==> src/design/lrs_pkg.sv <==
package lrs_pkg;

  localparam logic [7:0]  LfCode   = 8'h0A;
  localparam logic [7:0]  CrCode   = 8'h0D;
  localparam logic [30:0] CountMax = 31'h7FFF_FFFF;

  localparam logic [15:0] LineLenReset = 16'hFFFF;
  localparam logic [30:0] BudgetReset  = 31'h7FFF_FFFF;

  // config register indexes
  typedef enum logic [0:0] {
    CfgMaxLineLength  = 1'b0,
    CfgMaxBytesBudget = 1'b1
  } cfg_idx_e;

  // result queue geometry
  localparam int unsigned OutDepth = 4;
  localparam int unsigned OutPtrW  = 2;
  localparam int unsigned OutCntW  = 3;
  localparam logic [OutCntW-1:0] OutStallLevel = 3'(OutDepth - 1);

  typedef struct packed {
    logic [7:0]  out_byte;
    logic        byte_valid;
    logic        record_end;
    logic [30:0] consumed_bytes;
    logic        end_of_file;
    logic        last;
  } result_t;

  // up to two results per accepted byte; a single result always uses slot 0
  typedef struct packed {
    logic    push0;
    logic    push1;
    result_t res0;
    result_t res1;
  } push_t;

endpackage

==> src/design/line_record_splitter_unit.sv <==
// Line record splitter: turns a text byte stream into line records.
// Input channel: one request per byte (in_byte_i), or an end-of-file marker
//   (input_end_i = 1, byte ignored); taken when in_valid_i && !in_stall_o.
// Output channel: one request per result; taken when out_valid_o &&
//   !out_stall_i. A byte yields zero, one or two results; last_o flags the
//   final one for that byte. Terminators (LF, CR, CR LF) never show up as data.
// Config: cfg_we_i writes register cfg_idx_i (0 max line length, 1 byte budget)
//   from cfg_wdata_i; write only while the block is idle.
// Each result is registered in the result queue when its byte is taken.
// Throughput: one byte per cycle while no byte makes two results and
//   out_stall_i is low; a byte that makes two results (record closed by a
//   lone CR plus a new record byte) sends them in turn on the single port.
// A four-entry result queue sits between the two sides; input stalls while
//   fewer than two entries are free, so out_stall_i backs up into in_stall_o
//   and nothing is lost.
// Reset: asynchronous, active low; clears record state and queue, restores
//   max line length 65535 and budget 2^31-1.
module line_record_splitter_unit (
  input  logic        clk_i,
  input  logic        rst_ni,
  input  logic        cfg_we_i,
  input  logic        cfg_idx_i,
  input  logic [30:0] cfg_wdata_i,
  input  logic        in_valid_i,
  output logic        in_stall_o,
  input  logic [7:0]  in_byte_i,
  input  logic        input_end_i,
  output logic        out_valid_o,
  input  logic        out_stall_i,
  output logic [7:0]  out_byte_o,
  output logic        byte_valid_o,
  output logic        record_end_o,
  output logic [30:0] consumed_bytes_o,
  output logic        end_of_file_o,
  output logic        last_o
);
  import lrs_pkg::*;

  push_t   push;
  result_t res;
  logic    full;
  logic    acc;

  assign in_stall_o = full;
  assign acc        = in_valid_i && !full;

  // per-byte line/record logic and its state
  lrs_core u_core (
    .clk_i       (clk_i),
    .rst_ni      (rst_ni),
    .cfg_we_i    (cfg_we_i),
    .cfg_idx_i   (cfg_idx_i),
    .cfg_wdata_i (cfg_wdata_i),
    .acc_i       (acc),
    .in_byte_i   (in_byte_i),
    .input_end_i (input_end_i),
    .push_o      (push)
  );

  // result queue, also the output register
  lrs_out_buf u_out (
    .clk_i       (clk_i),
    .rst_ni      (rst_ni),
    .push_i      (push),
    .full_o      (full),
    .out_valid_o (out_valid_o),
    .out_stall_i (out_stall_i),
    .res_o       (res)
  );

  assign out_byte_o       = res.out_byte;
  assign byte_valid_o     = res.byte_valid;
  assign record_end_o     = res.record_end;
  assign consumed_bytes_o = res.consumed_bytes;
  assign end_of_file_o    = res.end_of_file;
  assign last_o           = res.last;

endmodule

==> src/design/lrs_core.sv <==
module lrs_core (
  input  logic              clk_i,
  input  logic              rst_ni,
  input  logic              cfg_we_i,
  input  logic              cfg_idx_i,
  input  logic [30:0]       cfg_wdata_i,
  input  logic              acc_i,
  input  logic [7:0]        in_byte_i,
  input  logic              input_end_i,
  output lrs_pkg::push_t    push_o
);
  import lrs_pkg::*;

  logic [15:0] max_len_q;
  logic [30:0] budget_q;
  logic        seen_q, seen_d;
  logic [15:0] kept_q, kept_d;
  logic [30:0] cnt_q, cnt_d;

  logic [30:0] cnt_base, cnt_inc;
  logic [15:0] kept_base;
  logic        is_lf, is_cr, kept, close_rec;

  always_ff @(posedge clk_i or negedge rst_ni) begin
    if (!rst_ni) begin
      max_len_q <= LineLenReset;
      budget_q  <= BudgetReset;
    end else if (cfg_we_i) begin
      case (cfg_idx_e'(cfg_idx_i))
        CfgMaxLineLength:  max_len_q <= cfg_wdata_i[15:0];
        CfgMaxBytesBudget: budget_q  <= cfg_wdata_i;
        default: ;
      endcase
    end
  end

  always_ff @(posedge clk_i or negedge rst_ni) begin
    if (!rst_ni) begin
      seen_q <= 1'b0;
      kept_q <= '0;
      cnt_q  <= '0;
    end else begin
      seen_q <= seen_d;
      kept_q <= kept_d;
      cnt_q  <= cnt_d;
    end
  end

  always_comb begin
    is_lf     = (in_byte_i == LfCode);
    is_cr     = (in_byte_i == CrCode);
    // a lone pending CR closes its record first, so the byte starts fresh
    cnt_base  = seen_q ? '0 : cnt_q;
    kept_base = seen_q ? '0 : kept_q;
    cnt_inc   = (cnt_base < CountMax) ? cnt_base + 31'd1 : cnt_base;
    kept      = !is_lf && !is_cr && (kept_base < max_len_q);
    close_rec = is_lf || (cnt_inc >= budget_q);

    push_o = '0;
    seen_d = seen_q;
    kept_d = kept_q;
    cnt_d  = cnt_q;

    if (acc_i) begin
      if (input_end_i) begin
        push_o.push0               = 1'b1;
        push_o.res0.record_end     = 1'b1;
        push_o.res0.consumed_bytes = cnt_q;
        push_o.res0.end_of_file    = 1'b1;
        push_o.res0.last           = 1'b1;
        seen_d = 1'b0;
        kept_d = '0;
        cnt_d  = '0;
      end else if (seen_q && is_lf) begin
        // CR LF: the LF is counted in the record it closes
        push_o.push0               = 1'b1;
        push_o.res0.record_end     = 1'b1;
        push_o.res0.consumed_bytes = cnt_q + 31'd1;
        push_o.res0.last           = 1'b1;
        seen_d = 1'b0;
        kept_d = '0;
        cnt_d  = '0;
      end else begin
        if (seen_q) begin
          push_o.push0               = 1'b1;
          push_o.res0.record_end     = 1'b1;
          push_o.res0.consumed_bytes = cnt_q;
          push_o.res0.last           = !(kept || close_rec);
          if (kept || close_rec) begin
            push_o.push1                    = 1'b1;
            push_o.res1.out_byte            = kept ? in_byte_i : '0;
            push_o.res1.byte_valid          = kept;
            push_o.res1.record_end          = close_rec;
            push_o.res1.consumed_bytes      = close_rec ? cnt_inc : '0;
            push_o.res1.last                = 1'b1;
          end
        end else if (kept || close_rec) begin
          push_o.push0               = 1'b1;
          push_o.res0.out_byte       = kept ? in_byte_i : '0;
          push_o.res0.byte_valid     = kept;
          push_o.res0.record_end     = close_rec;
          push_o.res0.consumed_bytes = close_rec ? cnt_inc : '0;
          push_o.res0.last           = 1'b1;
        end
        if (close_rec) begin
          seen_d = 1'b0;
          kept_d = '0;
          cnt_d  = '0;
        end else begin
          seen_d = is_cr;
          kept_d = kept_base + {15'd0, kept};
          cnt_d  = cnt_inc;
        end
      end
    end
  end

endmodule

==> src/design/lrs_out_buf.sv <==
module lrs_out_buf (
  input  logic             clk_i,
  input  logic             rst_ni,
  input  lrs_pkg::push_t   push_i,
  output logic             full_o,
  output logic             out_valid_o,
  input  logic             out_stall_i,
  output lrs_pkg::result_t res_o
);
  import lrs_pkg::*;

  result_t              mem_q [OutDepth];
  logic [OutPtrW-1:0]   wr_ptr_q, rd_ptr_q, wr_ptr_nx;
  logic [OutCntW-1:0]   cnt_q;
  logic                 pop;

  assign pop         = (cnt_q != '0) && !out_stall_i;
  assign out_valid_o = (cnt_q != '0);
  // keep room for two results at all times before taking a byte
  assign full_o      = (cnt_q >= OutStallLevel);
  assign res_o       = mem_q[rd_ptr_q];
  assign wr_ptr_nx   = wr_ptr_q + OutPtrW'(1);

  always_ff @(posedge clk_i) begin
    if (push_i.push0) mem_q[wr_ptr_q]  <= push_i.res0;
    if (push_i.push1) mem_q[wr_ptr_nx] <= push_i.res1;
  end

  always_ff @(posedge clk_i or negedge rst_ni) begin
    if (!rst_ni) begin
      wr_ptr_q <= '0;
      rd_ptr_q <= '0;
      cnt_q    <= '0;
    end else begin
      wr_ptr_q <= wr_ptr_q + OutPtrW'(push_i.push0) + OutPtrW'(push_i.push1);
      rd_ptr_q <= rd_ptr_q + OutPtrW'(pop);
      cnt_q    <= cnt_q + OutCntW'(push_i.push0) + OutCntW'(push_i.push1)
                  - OutCntW'(pop);
    end
  end

endmodule

==> config.mk <==
export PLATFORM = sky130hd
export DESIGN_NAME = line_record_splitter_unit
export DESIGN_NICKNAME = d
export VERILOG_FILES = /design/src/design/lrs_pkg.sv /design/src/design/line_record_splitter_unit.sv /design/src/design/lrs_core.sv /design/src/design/lrs_out_buf.sv
export SDC_FILE = /design/constraint.sdc
export NUM_CORES = 1
export LEC_CHECK = 0
export BUFFER_PORTS_ARGS = -buffer_cell sky130_fd_sc_hd__buf_4
export CAP_MARGIN = 20
export CORE_MARGIN = 2
export CORE_UTILIZATION = 50
export CTS_BUF_LIST = sky130_fd_sc_hd__clkbuf_2
export CTS_CLUSTER_DIAMETER = 50
export DETAILED_ROUTE_END_ITERATION = 10
export PLACE_DENSITY = 0.8
export REMOVE_ABC_BUFFERS = 1
export SLEW_MARGIN = 15
export SYNTH_ARGS = -nofsm -noshare
export SYNTH_HDL_FRONTEND = slang
export SYNTH_SLANG_ARGS = --single-unit
==> constraint.sdc <==
create_clock -name clk_i -period 7.1 [get_ports clk_i]
set_input_delay 1.065 -clock clk_i [delete_from_list [all_inputs] [get_ports clk_i]]
set_output_delay 1.065 -clock clk_i [all_outputs]
set_load 0.05 [all_outputs]
==> reports/metrics.csv <==
metric,value,unit
status,"complete, no violations",
vias,12210,
reg2reg_slack,0.96,ns
drv_slew,0,
drv_cap,0,
grt_pass1_vias,12140,
finalCritPeriodShare,86.53,%
r2r_end,u_out.mem_q[0][39],
yosysUniqueCellTypes,78,
final_hold_viol_count,0,
fp.dieW,179.0,um
fin_cells,1982,
rsz0062_at_grt,false,
relSlewSlack,33.03,%
r2r_cells,20,
synthTopCellsByCount,"168 x edfxtp_1, 168 x nor2_1, 115 x nand2_1",
grt_use_total,26.22,%
worstSkewPairLatency,0.87,ns
crit_chain,nand4_2 > nor3_2 > and4_1 > or3_4 > or3_1 > a21oi_2 > ha_1 > and3_1 > nand4_1 > nor3_1 > a2111o_1 > a31oi_2 > o21ai_0 > ha_1 > nand3_1 > inv_1 > nand3_1 > mux2i_1 > nand3_1 > nor3_1,
setup_viol_count_final,0,
slowest_stage,mux2i_1,
synth_top_area_cell,edfxtp_1,
critPathTopFamily,simple AND/OR/NAND/NOR gates,
worstSetupPathType,flip-flop to flip-flop,
drive_above_1_share,24.29,%
seq_area_frac_synth,50.55,%
synth_seq_cells,274,
worstPathMaxFanout,17,
hold_class,input pin to asynchronous set/reset pin,
async_flop_share,37.23,%
numPlacedInstances,1848,
fin_nets,1630,
yosys_most_used_dff,edfxtp_1,
cp-startpoint,u_core.cnt_q[2],
cts_tree,yes,
coreArea,30350,um2
grt_pass1_wl,65.25,mm
avgRoutedWirePerCell,20.66,um
powerDensity,307.1,nW/um2
postCtsSetupBuffers,0,
p_leak,6.698,nW
grt_max_degree,57,
cts_resized,0,
dieArea,32020,um2
min_period,6.144,ns
synth_edf_count,168,
netlist.area_leader.share,32.96,%
syn_avg_cell_area,10.69,um2
cts_buffers,72,
portBuffers,90,
crit_required,7.80,ns
antenna_found_initial,1,
hold_ws,0.3001,ns
crit_top_cell,nand3_1,
vias_per_cell,6.158,
areaGrowthSynthToFinish,11.45,%
die_h,179.0,um
arrival,6.84,ns
rows,64,
place.gp.congestion,0.9097,
syn_area,15300,um2
cpPeakStageDelay,0.79,ns
synth_warnings,0,
routed_wl,40.96,mm
dr.first_iter.drc_count,1438,
initial_core_util,50.43,%
clock_path_buffers,3,
regToRegStartpoint,u_core.cnt_q[2],
ir_drop,0.1462,mV
synthTopCellsByArea,"edfxtp_1 33%, dfrtp_1 9.0%, dfstp_2 8.1%, mux4_2 6.3%, ha_1 4.5%",
worst_setup_path_start_kind,flip-flop,
synthCells,1432,
io_pins,91,
fmax,162.8,MHz
final_antenna_net_count,0,
clk_pin_slew,0.10,ns
tightestPinTransition,0.9766,ns
drc,0,
worst_setup_path_end_kind,flip-flop,
dpl.hpwl,27.26,mm
cts.sinks,274,
path_buf_inv,1,
overflow,0,
first_pass_iters,6,
holdBufCountCts,0,
cts-root-buf,clkbuf_2,
final.setup_skew,0.07244,ns
h-tree-depth,3,
## cell usage in the layout (no fill, tap or decap), drive strengths merged, types with 11 or more instances in the layout
| cell type | n |
|---|---|
| edfxtp | 168 |
| a21oi | 53 |
| clkinv | 21 |
| a22o | 28 |
| and2 | 11 |
| nand4 | 28 |
| nand3 | 44 |
| dfrtp | 55 |
| o21ai | 85 |
| and3 | 19 |
| inv | 83 |
| nand2 | 116 |
| o31ai | 11 |
| mux4 | 43 |
| nor2b | 14 |
| nor2 | 170 |
| dfstp | 47 |
| xnor2 | 23 |
| clkbuf | 107 |
| mux2 | 32 |
| nor3 | 58 |
| buf | 117 |
| nor3b | 16 |
| o22ai | 17 |
| ha | 55 |
| a21o | 15 |
## how the worst max path moves through the flow
stage,endpoint,cells after the start
global placement,u_out.mem_q[0][14],20
detailed placement,u_out.mem_q[3][36],21
global route,u_out.mem_q[0][39],20
CTS,u_out.mem_q[0][6],19
finish,u_out.mem_q[0][39],20
floorplan,u_out.mem_q[3][0],11
## worst register-to-register path, delay by kind of cell, from the launching register on
kind                       cells  cell delay [ns]
AOI/OAI and AO/OA              4             0.57
adders and majority gates      2             0.45
and+or+nand+nor               12             3.35
DFF                            1             0.57
buffers and inverters          1             0.28
muxes                          1             0.79
## registers in the layout, summed over array words and instances, names as in the netlist
signal	flops
u_core.max_len_q	16
u_core.budget_q	31
u_core.kept_q	16
u_core.cnt_q	31
u_core.seen_q	1
u_out.rd_ptr_q	2
u_out.cnt_q	3
u_out.mem_q	172
u_out.wr_ptr_q	2
## cells by family (layout without fill, tap and decap cells)
family                     after synthesis  count (layout)  synth area share (%)
DFF                                    274             274                 50.55
and+or+nand+nor                        521             521                 16.51
other                                    0               1                     0
adders and majority gates               58              58                 4.889
buffers and inverters                  179             332                 4.578
AOI/OAI and AO/OA                      286             286                 12.47
muxes                                   81              81                 9.075
xor gates and xnor gates                33              33                 1.938
## per-stage QoR
| stage | TNS, ns | setup slack, ns | utilization, % | power, mW | area [um2] |
|---|---|---|---|---|---|
| 2_1_floorplan | -142.16 | -0.8677 | - | 3.448 | 14910 |
| 3_3_place_gp | 0 | 1.207 | 53.79 | 4.043 | 16330 |
| 3_5_place_dp | 0 | 1.061 | 53.79 | 4.078 | 16330 |
| 4_1_cts | 0 | 1.078 | 56.19 | 5.275 | 17050 |
| 5_1_grt | 0 | 0.2590 | 56.20 | 5.495 | 17060 |
| 6_report | 0 | 0.9561 | 56.20 | 5.239 | 17060 |
## layout make-up
class                           instances  area [um2]
Tap cell                              396       495.5
Fill cell                            2603       13290
Antenna cell                            1       2.502
Sequential cell                       274        7740
Multi-Input combinational cell        979        6904
Inverter                               82       307.8
Clock buffer                          107       535.5
Clock inverter                         26       192.7
Timing Repair Buffer                  117       878.3
## where the power goes
part | total [mW] | internal, mW | leakage (nW) | switching (mW)
logic | 1.99 | 0.673 | 3.26 | 1.32
registers | 2.06 | 1.92 | 2.91 | 0.142
clock network | 1.19 | 0.516 | 0.532 | 0.672
total | 5.24 | 3.11 | 6.70 | 2.13
## routing by layer
metal,up-vias,global-route usage (%),part of all wire (%)
li1,5517,-,-
met1,5949,35.97,41
met2,645,41.20,46
met3,94,5.301,9.5
met4,0,10.09,2.7
met5,-,0,0
No activity file was read; power rests on OpenSTA's default activity.
